<file path="src/rtl/pps_pkg.sv">
// Package with the slot record type, result codes and shared arithmetic helpers.
`timescale 1ns / 1ps
`default_nettype none
package pps_pkg;

  localparam logic       OP_ARRIVE = 1'b0;
  localparam logic       OP_TICK   = 1'b1;

  localparam logic [2:0] KIND_ACCEPTED = 3'd0;
  localparam logic [2:0] KIND_REJECTED = 3'd1;
  localparam logic [2:0] KIND_IDLE     = 3'd2;
  localparam logic [2:0] KIND_RAN      = 3'd3;
  localparam logic [2:0] KIND_FINISHED = 3'd4;

  localparam logic [15:0] SAT16 = 16'hFFFF;

  typedef struct packed {
    logic [7:0]  task_id;
    logic [15:0] arrival;
    logic [15:0] remaining;
    logic [7:0]  priority_lvl;
    logic        started;
    logic [15:0] stop_time;
    logic [15:0] wait_sum;
    logic [15:0] response;
    logic [15:0] context_sum;
  } slot_rec_t;

  typedef struct packed {
    logic [2:0]  kind;
    logic [7:0]  task_id_res;
    logic [15:0] turnaround;
    logic [15:0] waiting;
    logic [15:0] response;
    logic [15:0] now;
  } result_t;

  function automatic logic [15:0] sat_add16(input logic [15:0] a, input logic [15:0] b);
    logic [16:0] s;
    s = {1'b0, a} + {1'b0, b};
    return s[16] ? SAT16 : s[15:0];
  endfunction

  // Bookkeeping done when a slot is given the processor.
  function automatic slot_rec_t dispatch_rec(input slot_rec_t rec, input logic [15:0] now);
    slot_rec_t r;
    r = rec;
    if (rec.started) begin
      r.wait_sum = sat_add16(rec.wait_sum, now - rec.stop_time);
    end else begin
      r.response = now - rec.arrival;
      r.wait_sum = sat_add16(rec.wait_sum, now - rec.arrival);
      r.started  = 1'b1;
    end
    return r;
  endfunction

endpackage
`default_nettype wire

</file>
<file path="src/rtl/pps_if.sv">
// Handshake interfaces for the input, result and configuration channels.
`timescale 1ns / 1ps
`default_nettype none
interface pps_in_if;
  logic        valid;
  logic        ready;
  logic        op;
  logic [7:0]  task_id;
  logic [15:0] burst_length;
  logic [7:0]  task_priority;
  modport source (output valid, op, task_id, burst_length, task_priority, input ready);
  modport sink (input valid, op, task_id, burst_length, task_priority, output ready);
endinterface

interface pps_out_if;
  logic        valid;
  logic        ready;
  logic [2:0]  kind;
  logic [7:0]  task_id_res;
  logic [15:0] turnaround;
  logic [15:0] waiting;
  logic [15:0] response;
  logic [15:0] now;
  modport source (output valid, kind, task_id_res, turnaround, waiting, response, now,
                  input ready);
  modport sink (input valid, kind, task_id_res, turnaround, waiting, response, now,
                output ready);
endinterface

interface pps_cfg_if;
  logic       valid;
  logic       ready;
  logic [7:0] data;
  modport source (output valid, data, input ready);
  modport sink (input valid, data, output ready);
endinterface
`default_nettype wire

</file>
<file path="src/rtl/preemptive_priority_scheduler.sv">
// Top level of the preemptive priority scheduler.
`timescale 1ns / 1ps
`default_nettype none
// An arrival transaction writes the record into the lowest free slot in the accept cycle and
// then posts the result from ST_POST once the output is free. A tick transaction reads the
// slot memory one entry per cycle to find the best ready task and the running task's record,
// then writes back the preempted record (ST_DECIDE) and the running record (ST_EXEC) through
// the single write port; when no task is ready it goes from ST_DECIDE straight to ST_POST.
// One transaction is worked on at a time; a new one is accepted while the previous result
// waits at the output.
module preemptive_priority_scheduler #(
  parameter int SLOTS = 16
) (
  input wire logic   clk,
  input wire logic   rst_n,
  pps_in_if.sink     in_ch,
  pps_out_if.source  out_ch,
  pps_cfg_if.sink    cfg_ch
);
  import pps_pkg::*;

  localparam int IW = (SLOTS > 1) ? $clog2(SLOTS) : 1;
  localparam int CW = $clog2(SLOTS + 1);

  typedef enum logic [2:0] {ST_IDLE, ST_SCAN, ST_DECIDE, ST_EXEC, ST_POST} state_t;

  state_t          state_r;
  logic [7:0]      cost_r;
  logic [15:0]     now_r;
  logic [IW-1:0]   run_slot_r;
  logic            run_valid_r;
  logic [SLOTS-1:0] slot_valid_r;
  logic [CW-1:0]   cnt_r;
  logic            pend_r;
  logic [IW-1:0]   pend_idx_r;
  logic            found_r;
  logic [IW-1:0]   best_idx_r;
  slot_rec_t       best_rec_r;
  slot_rec_t       run_rec_r;
  slot_rec_t       act_rec_r;
  result_t         res_r;
  logic            out_valid_r;
  result_t         out_r;

  logic            mem_we;
  logic [IW-1:0]   mem_waddr;
  slot_rec_t       mem_wdata;
  logic [IW-1:0]   mem_raddr;
  slot_rec_t       mem_rdata;

  logic            free_found;
  logic [IW-1:0]   free_idx;
  logic            in_fire;
  logic            preempt;
  slot_rec_t       arr_rec;
  slot_rec_t       old_run_rec;
  slot_rec_t       exec_rec;
  logic [15:0]     now_inc;

  pps_slot_ram #(.DEPTH(SLOTS), .AW(IW)) u_ram (
    .clk   (clk),
    .we    (mem_we),
    .waddr (mem_waddr),
    .wdata (mem_wdata),
    .raddr (mem_raddr),
    .rdata (mem_rdata)
  );

  assign in_ch.ready   = (state_r == ST_IDLE);
  assign in_fire       = in_ch.valid && in_ch.ready;
  assign cfg_ch.ready  = 1'b1;
  assign out_ch.valid  = out_valid_r;
  assign out_ch.kind        = out_r.kind;
  assign out_ch.task_id_res = out_r.task_id_res;
  assign out_ch.turnaround  = out_r.turnaround;
  assign out_ch.waiting     = out_r.waiting;
  assign out_ch.response    = out_r.response;
  assign out_ch.now         = out_r.now;

  assign now_inc   = now_r + 16'd1;
  assign mem_raddr = cnt_r[IW-1:0];
  assign preempt   = run_valid_r && found_r && (best_rec_r.priority_lvl > run_rec_r.priority_lvl);

  always_comb begin
    free_found = 1'b0;
    free_idx   = '0;
    for (int i = SLOTS - 1; i >= 0; i--) begin
      if (!slot_valid_r[i]) begin
        free_found = 1'b1;
        free_idx   = IW'(i);
      end
    end
  end

  always_comb begin
    arr_rec              = '0;
    arr_rec.task_id      = in_ch.task_id;
    arr_rec.arrival      = now_r;
    arr_rec.remaining    = in_ch.burst_length;
    arr_rec.priority_lvl = in_ch.task_priority;

    old_run_rec             = run_rec_r;
    old_run_rec.context_sum = sat_add16(run_rec_r.context_sum, {8'd0, cost_r});
    old_run_rec.stop_time   = now_r;

    exec_rec           = act_rec_r;
    exec_rec.remaining = act_rec_r.remaining - 16'd1;

    mem_we    = 1'b0;
    mem_waddr = run_slot_r;
    mem_wdata = exec_rec;
    case (state_r)
      ST_IDLE: begin
        if (in_fire && in_ch.op == OP_ARRIVE && in_ch.burst_length != 16'd0 && free_found) begin
          mem_we    = 1'b1;
          mem_waddr = free_idx;
          mem_wdata = arr_rec;
        end
      end
      ST_DECIDE: begin
        if (preempt) begin
          mem_we    = 1'b1;
          mem_waddr = run_slot_r;
          mem_wdata = old_run_rec;
        end
      end
      ST_EXEC: begin
        mem_we = (exec_rec.remaining != 16'd0);
      end
      default: begin
        mem_we = 1'b0;
      end
    endcase
  end

  always_ff @(posedge clk) begin
    if (!rst_n) begin
      state_r      <= ST_IDLE;
      cost_r       <= '0;
      now_r        <= '0;
      run_slot_r   <= '0;
      run_valid_r  <= 1'b0;
      slot_valid_r <= '0;
      cnt_r        <= '0;
      pend_r       <= 1'b0;
      found_r      <= 1'b0;
      out_valid_r  <= 1'b0;
    end else begin
      if (cfg_ch.valid && cfg_ch.ready) begin
        cost_r <= cfg_ch.data;
      end
      if (out_valid_r && out_ch.ready && state_r != ST_POST) begin
        out_valid_r <= 1'b0;
      end
      case (state_r)
        ST_IDLE: begin
          if (in_fire) begin
            if (in_ch.op == OP_ARRIVE) begin
              res_r <= '{kind: (in_ch.burst_length != 16'd0 && free_found) ?
                               KIND_ACCEPTED : KIND_REJECTED,
                         task_id_res: in_ch.task_id,
                         turnaround: 16'd0, waiting: 16'd0, response: 16'd0, now: now_r};
              if (in_ch.burst_length != 16'd0 && free_found) begin
                slot_valid_r[free_idx] <= 1'b1;
              end
              state_r <= ST_POST;
            end else begin
              cnt_r   <= '0;
              pend_r  <= 1'b0;
              found_r <= 1'b0;
              state_r <= ST_SCAN;
            end
          end
        end
        ST_SCAN: begin
          pend_r     <= (cnt_r < CW'(SLOTS));
          pend_idx_r <= cnt_r[IW-1:0];
          if (cnt_r < CW'(SLOTS)) begin
            cnt_r <= cnt_r + CW'(1);
          end
          if (pend_r && slot_valid_r[pend_idx_r]) begin
            if (run_valid_r && pend_idx_r == run_slot_r) begin
              run_rec_r <= mem_rdata;
            end else if (!found_r || mem_rdata.priority_lvl > best_rec_r.priority_lvl) begin
              found_r    <= 1'b1;
              best_idx_r <= pend_idx_r;
              best_rec_r <= mem_rdata;
            end
          end
          if (cnt_r == CW'(SLOTS) && !pend_r) begin
            state_r <= ST_DECIDE;
          end
        end
        ST_DECIDE: begin
          if (preempt || (!run_valid_r && found_r)) begin
            act_rec_r   <= dispatch_rec(best_rec_r, now_r);
            run_slot_r  <= best_idx_r;
            run_valid_r <= 1'b1;
            state_r     <= ST_EXEC;
          end else if (run_valid_r) begin
            act_rec_r <= run_rec_r;
            state_r   <= ST_EXEC;
          end else begin
            now_r   <= now_inc;
            res_r   <= '{kind: KIND_IDLE, task_id_res: 8'd0, turnaround: 16'd0,
                         waiting: 16'd0, response: 16'd0, now: now_inc};
            state_r <= ST_POST;
          end
        end
        ST_EXEC: begin
          now_r <= now_inc;
          if (exec_rec.remaining == 16'd0) begin
            slot_valid_r[run_slot_r] <= 1'b0;
            run_valid_r              <= 1'b0;
            res_r <= '{kind: KIND_FINISHED, task_id_res: act_rec_r.task_id,
                       turnaround: sat_add16(now_inc - act_rec_r.arrival, act_rec_r.context_sum),
                       waiting: sat_add16(act_rec_r.wait_sum, act_rec_r.context_sum),
                       response: act_rec_r.response, now: now_inc};
          end else begin
            res_r <= '{kind: KIND_RAN, task_id_res: act_rec_r.task_id, turnaround: 16'd0,
                       waiting: 16'd0, response: 16'd0, now: now_inc};
          end
          state_r <= ST_POST;
        end
        ST_POST: begin
          if (!out_valid_r || out_ch.ready) begin
            out_r       <= res_r;
            out_valid_r <= 1'b1;
            state_r     <= ST_IDLE;
          end
        end
        default: begin
          state_r <= ST_IDLE;
        end
      endcase
    end
  end

`ifndef ASSERT_OFF
  // The running slot always holds a live task.
  a_run_slot_live: assert property (@(posedge clk) disable iff (!rst_n)
    run_valid_r |-> slot_valid_r[run_slot_r])
    else $error("running slot is not valid");

  // Only one transaction is in flight at a time.
  a_one_in_flight: assert property (@(posedge clk) disable iff (!rst_n)
    (in_ch.valid && in_ch.ready) |=> !in_ch.ready)
    else $error("input accepted while a transaction is in flight");

  // Time advances only at the end of tick processing.
  a_time_on_tick: assert property (@(posedge clk) disable iff (!rst_n)
    (now_r != $past(now_r)) |-> ($past(state_r) == ST_EXEC || $past(state_r) == ST_DECIDE))
    else $error("time advanced outside a tick");

  // A finished result is never reported while the task is still marked running.
  a_finish_clears_run: assert property (@(posedge clk) disable iff (!rst_n)
    (state_r == ST_POST && res_r.kind == KIND_FINISHED) |-> !run_valid_r)
    else $error("finished task still running");
`endif

endmodule
`default_nettype wire

</file>
<file path="src/rtl/pps_slot_ram.sv">
// Slot record memory with one write port and one registered read port.
`timescale 1ns / 1ps
`default_nettype none
module pps_slot_ram #(
  parameter int DEPTH = 16,
  parameter int AW    = 4
) (
  input  wire logic               clk,
  input  wire logic               we,
  input  wire logic [AW-1:0]      waddr,
  input  pps_pkg::slot_rec_t      wdata,
  input  wire logic [AW-1:0]      raddr,
  output pps_pkg::slot_rec_t      rdata
);
  import pps_pkg::*;

  slot_rec_t mem [DEPTH];

  always_ff @(posedge clk) begin
    if (we) begin
      mem[waddr] <= wdata;
    end
    rdata <= mem[raddr];
  end

endmodule
`default_nettype wire

</file>
<file path="src/flat_wrapper.sv">
// flat-port wrapper written by rule: the top's interface ports become plain ports
module preemptive_priority_scheduler_flat import pps_pkg::*;
#(
  parameter int SLOTS = 16
)
  (clk, rst_n, in_ch_valid, in_ch_op, in_ch_task_id, in_ch_burst_length, in_ch_task_priority, in_ch_ready, out_ch_valid, out_ch_kind, out_ch_task_id_res, out_ch_turnaround, out_ch_waiting, out_ch_response, out_ch_now, out_ch_ready, cfg_ch_valid, cfg_ch_data, cfg_ch_ready);
  pps_in_if in_ch_i ();
  pps_out_if out_ch_i ();
  pps_cfg_if cfg_ch_i ();
  input wire logic clk;
  input wire logic rst_n;
  input wire logic [$bits(in_ch_i.valid)-1:0] in_ch_valid;
  input wire logic [$bits(in_ch_i.op)-1:0] in_ch_op;
  input wire logic [$bits(in_ch_i.task_id)-1:0] in_ch_task_id;
  input wire logic [$bits(in_ch_i.burst_length)-1:0] in_ch_burst_length;
  input wire logic [$bits(in_ch_i.task_priority)-1:0] in_ch_task_priority;
  output wire logic [$bits(in_ch_i.ready)-1:0] in_ch_ready;
  output wire logic [$bits(out_ch_i.valid)-1:0] out_ch_valid;
  output wire logic [$bits(out_ch_i.kind)-1:0] out_ch_kind;
  output wire logic [$bits(out_ch_i.task_id_res)-1:0] out_ch_task_id_res;
  output wire logic [$bits(out_ch_i.turnaround)-1:0] out_ch_turnaround;
  output wire logic [$bits(out_ch_i.waiting)-1:0] out_ch_waiting;
  output wire logic [$bits(out_ch_i.response)-1:0] out_ch_response;
  output wire logic [$bits(out_ch_i.now)-1:0] out_ch_now;
  input wire logic [$bits(out_ch_i.ready)-1:0] out_ch_ready;
  input wire logic [$bits(cfg_ch_i.valid)-1:0] cfg_ch_valid;
  input wire logic [$bits(cfg_ch_i.data)-1:0] cfg_ch_data;
  output wire logic [$bits(cfg_ch_i.ready)-1:0] cfg_ch_ready;
  assign in_ch_i.valid = in_ch_valid;
  assign in_ch_i.op = in_ch_op;
  assign in_ch_i.task_id = in_ch_task_id;
  assign in_ch_i.burst_length = in_ch_burst_length;
  assign in_ch_i.task_priority = in_ch_task_priority;
  assign in_ch_ready = in_ch_i.ready;
  assign out_ch_valid = out_ch_i.valid;
  assign out_ch_kind = out_ch_i.kind;
  assign out_ch_task_id_res = out_ch_i.task_id_res;
  assign out_ch_turnaround = out_ch_i.turnaround;
  assign out_ch_waiting = out_ch_i.waiting;
  assign out_ch_response = out_ch_i.response;
  assign out_ch_now = out_ch_i.now;
  assign out_ch_i.ready = out_ch_ready;
  assign cfg_ch_i.valid = cfg_ch_valid;
  assign cfg_ch_i.data = cfg_ch_data;
  assign cfg_ch_ready = cfg_ch_i.ready;
  preemptive_priority_scheduler #(.SLOTS(SLOTS)) u_core (.clk(clk), .rst_n(rst_n), .in_ch(in_ch_i), .out_ch(out_ch_i), .cfg_ch(cfg_ch_i));
endmodule
</file>
<file path="config.mk">
export PLATFORM = sky130hd
export DESIGN_NAME = preemptive_priority_scheduler_flat
export DESIGN_NICKNAME = d
export VERILOG_FILES = /design/src/rtl/pps_pkg.sv /design/src/rtl/pps_if.sv /design/src/rtl/preemptive_priority_scheduler.sv /design/src/rtl/pps_slot_ram.sv /design/src/flat_wrapper.sv
export SDC_FILE = /design/constraint.sdc
export NUM_CORES = 2
export LEC_CHECK = 0
export BUFFER_PORTS_ARGS = -buffer_cell sky130_fd_sc_hd__buf_2
export CORE_MARGIN = 5
export CORE_UTILIZATION = 50
export DETAILED_ROUTE_END_ITERATION = 8
export PLACE_DENSITY_LB_ADDON = 0.12
export SLEW_MARGIN = 30
export SYNTH_ARGS = -nofsm -noshare
export SYNTH_HDL_FRONTEND = slang
export SYNTH_SLANG_ARGS = --single-unit
</file>
<file path="constraint.sdc">
create_clock -name clk -period 13.39 [get_ports clk]
set_input_delay 1.339 -clock clk [delete_from_list [all_inputs] [get_ports clk]]
set_output_delay 1.339 -clock clk [all_outputs]
set_load 0.1 [all_outputs]
</file>
==> summary.txt <==
Timing
  • Post-route setup slack: 7.76 ns
  • Hold_ws: 0.400 ns
  • Final setup viols: 0
  • Final hold violation count: 0
  • Period utilization: 0.420
  • Setup TNS: 0 ns
  • Slew headroom: 0.259
  • RSZ-0062 raised after global routing: no
  • Slew Viols, Final: 0
  • Post-layout min period: 5.63 ns
  • Worst Tran Pin Value: 1.11 ns
  • Max Clk Rate: 178 MHz
  • Clock skew: 0.0787 ns

Detailed routing
  • Per-cell routed wire length: 31.4 um
  • Initial DRC Count: 5557
  • Vias: 49700
  • TritonRoute pass-1 iters: 7
  • Routed Antenna Nets: 0
  • Vias per cell: 6.14
  • Final wirelength: 254 mm
  • Residual DRC: 0

Finish
  • Syn-to-layout area delta: 13.2%
  • Layout Utilization: 0.568
  • Layout cell share with drive strength beyond 1: 0.227
  • Design Area, Final: 111000 um2
  • # fillers: 14600
  • Nets: 5528

Critical path
  • Worst Path Buf+Inv: 5
  • Crit-path leading delay family: simple AND/OR/NAND/NOR gates
  • Most used cell along the critical path: buf_4
  • End point of the critical path: u_core.u_ram.mem[5][112]
  • CP required: 13.92 ns
  • RR Endpoint: u_core.res_r[49]
  • Arrival time at the worst endpoint: 6.16 ns
  • Reg2Reg Depth: 17
  • Critical path startpoint: in_ch_burst_length[0]
  • RR Startpoint: u_core.now_r[1]
  • Crit-path max FO: 47
  • Element type at the critical path start: input pin
  • Critical Path Max Stage Delay: 0.70 ns
  • Flop-to-flop setup slack: 7.93 ns
  • CP Cell Sequence: buf_2 -> nor4_2 -> buf_4 -> and4_1 -> a21oi_1 -> and4b_4 -> a21oi_1 -> nand2b_4 -> buf_6 -> nand2_1 -> nand3b_1 -> nor2_4 -> buf_4 -> buf_4
  • Crit Path Class: input pin to register
  • Worst setup EP type: register
  • Worst path slowest cell: and4b_4
  • Critical path depth: 14

Die
  • Placeable core region: 195000 um2
  • Die area: 204000 um2
  • Die height: 452 um
  • Initial Utilization: 0.502
  • I/O pins: 124
  • Num rows: 162
  • DIE WIDTH: 452 um

Logic synthesis
  • Synthesis-stage register bit count: 2474
  • Top cells by count, synth: edfxtp_1 (2305), mux4_2 (570), nand2_1 (314), dfxtp_1 (169), clkbuf_1 (158)
  • Cell Area, Synth: 97700 um2
  • Synth Flop Type: edfxtp_1
  • Main area contributors after synthesis: edfxtp_1 (71%), mux4_2 (13%), dfxtp_1 (3.5%)
  • Post-synth top area share: 0.708
  • Top-count cell post-synth: edfxtp_1
  • Number of enable flip-flop cells after synthesis: 2305
  • Syn Area/Cell: 19.4 um2
  • Synthesis Warnings: 0
  • Sequential share of the synthesized area: 0.743
  • Yosys cell types: 95
  • Post-Syn Instances: 5049
  • Syn_nets: 5241
  • Top cell type by total area after synthesis: edfxtp_1
  • Async set-reset flop share out of synthesis: 0

CTS
  • Cts repair resizes: 0
  • Hold Buf Count CTS: 0
  • TritonCTS buffer count: 276
  • # clock sinks: 2474
  • CTS tree: built
  • CTS max path bufs: 4
  • Clk Latency, worst-skew pair: 0.93 ns
  • Root Buffer: clkbuf_16
  • Number of setup buffers added after CTS: 0
  • Max H-tree Level: 5
  • Clk pin slew, worst setup/hold paths: 0.06 ns

Pwr
  • Pwr/cell area: 154 nW/um2
  • Maximum vdd drop: 0.140 mV
  • P_leak: 36.0 nW

Placement
  • Detailed Place HPWL: 147 mm
  • Placed cell area: 102000 um2
  • # port buffers: 122
  • Pre-CTS setup slack: 6.85 ns
  • Global placer's final weighted congestion: 0.836

Global routing
  • Grt total ovfl: 0
  • Initial antenna violation count: 9
  • Gr usage total: 0.247
  • Vias in the first global route: 49700
  • Largest net degree at the start of global routing: 139
  • First-pass GRT wire length: 363 mm

Worst hold path
  • Worst Hold Depth: 0
  • Hold Path Class: register to register

Flow run
  • Max Cap Viol: 0

Run status
  • Status: finished clean
## layout by cell type, fill, tap and decap left out, types with 23 or more instances in the layout
cell       count
clkbuf_16    287
clkinv_2      35
nor2b_1       31
mux4_2       570
clkbuf_1      70
nor3_1        38
xor2_1        56
nand2b_1      23
nand3_1       38
a222oi_1      33
a22o_1        47
nor2_1       129
and2_1        31
buf_2        123
ha_1         138
xnor2_1       90
mux2i_1       27
inv_1        136
buf_4         91
a21oi_1      135
nand2_1      314
clkinv_1      40
o21ai_0      129
a21o_1        34
edfxtp_1    2305
o21a_1        29
dfxtp_1      165
## layout make-up
type                            instances  area (um2)  share of cell area
Clock buffer                          374        7680              0.0694
Sequential cell                      2474       72600               0.657
Timing Repair Buffer                  244        1880              0.0170
Antenna cell                            7        17.5            0.000158
Multi-Input combinational cell       2203       23900               0.216
Clock inverter                        105         836             0.00756
Tap cell                             2542        3180              0.0288
Inverter                              137         517             0.00467
## worst min-delay path by stage
stage / from / endpoint / slack, ns
after floorplan: u_core.res_r[72] / u_core.out_ch.kind[0] / 0.40
after CTS: u_core.res_r[38] / u_core.out_ch.waiting[6] / 0.41
after global placement: u_core.res_r[19] / u_core.out_ch.response[3] / 0.40
after detailed placement: u_core.res_r[70] / u_core.out_ch.task_id_res[6] / 0.40
final: u_core.res_r[38] / u_core.out_ch.waiting[6] / 0.40
after global routing: u_core.res_r[38] / u_core.out_ch.waiting[6] / 0.42
## metrics by stage
stage          power (mW)  cells
2_1_floorplan        9.62   5049
3_3_place_gp         9.98   7591
3_5_place_dp         10.0   7595
4_1_cts              17.2   8074
5_1_grt              17.6   8083
6_report             17.0   8086
## flip-flops by register name (all words and copies together) (netlist names), 3 cells and up
| name | count |
|---|---|
| u_core.run_slot_r | 4 |
| u_core.out_ch.task_id_res | 8 |
| u_core.out_ch.waiting | 16 |
| u_core.cnt_r | 5 |
| u_core.pend_idx_r | 4 |
| u_core.best_idx_r | 4 |
| u_core.res_r | 75 |
| u_core.out_ch.kind | 3 |
| u_core.state_r | 3 |
| u_core.out_ch.response | 16 |
| u_core.slot_valid_r | 16 |
| u_core.u_ram.rdata | 113 |
| u_core.cost_r | 8 |
| u_core.old_run_rec | 81 |
| u_core.run_rec_r | 32 |
| u_core.act_rec_r | 113 |
| u_core.now_r | 16 |
| u_core.out_ch.turnaround | 16 |
| u_core.out_ch.now | 16 |
| u_core.best_rec_r | 113 |
| u_core.u_ram.mem | 1808 |
## per-layer routing
layer | routed length [um] | global-route usage | vias to the layer above | part of all wire
li1 | - | - | 21000 | -
met1 | 110000 | 0.364 | 26400 | 0.43
met2 | 121000 | 0.391 | 1908 | 0.47
met3 | 16900 | 0.0387 | 370 | 0.066
met4 | 6630 | 0.0687 | 0 | 0.026
met5 | 0 | 0 | - | 0
## cell families after synthesis
kind of cell	Yosys count	synth area share
and+or+nand+nor	719	0.0342
buffers and inverters	372	0.0153
AOI/OAI and AO/OA	591	0.0405
adders and majority gates	146	0.0193
muxes	598	0.134
DFF	2474	0.743
other	1	0.0000384
xor gates and xnor gates	148	0.0133
## power by group
part           internal [mW]  switching, mW
Combinational          0.432          0.656
Sequential              8.66         0.0854
Clock                   4.24           2.94
(Power assumes the default switching activity.)
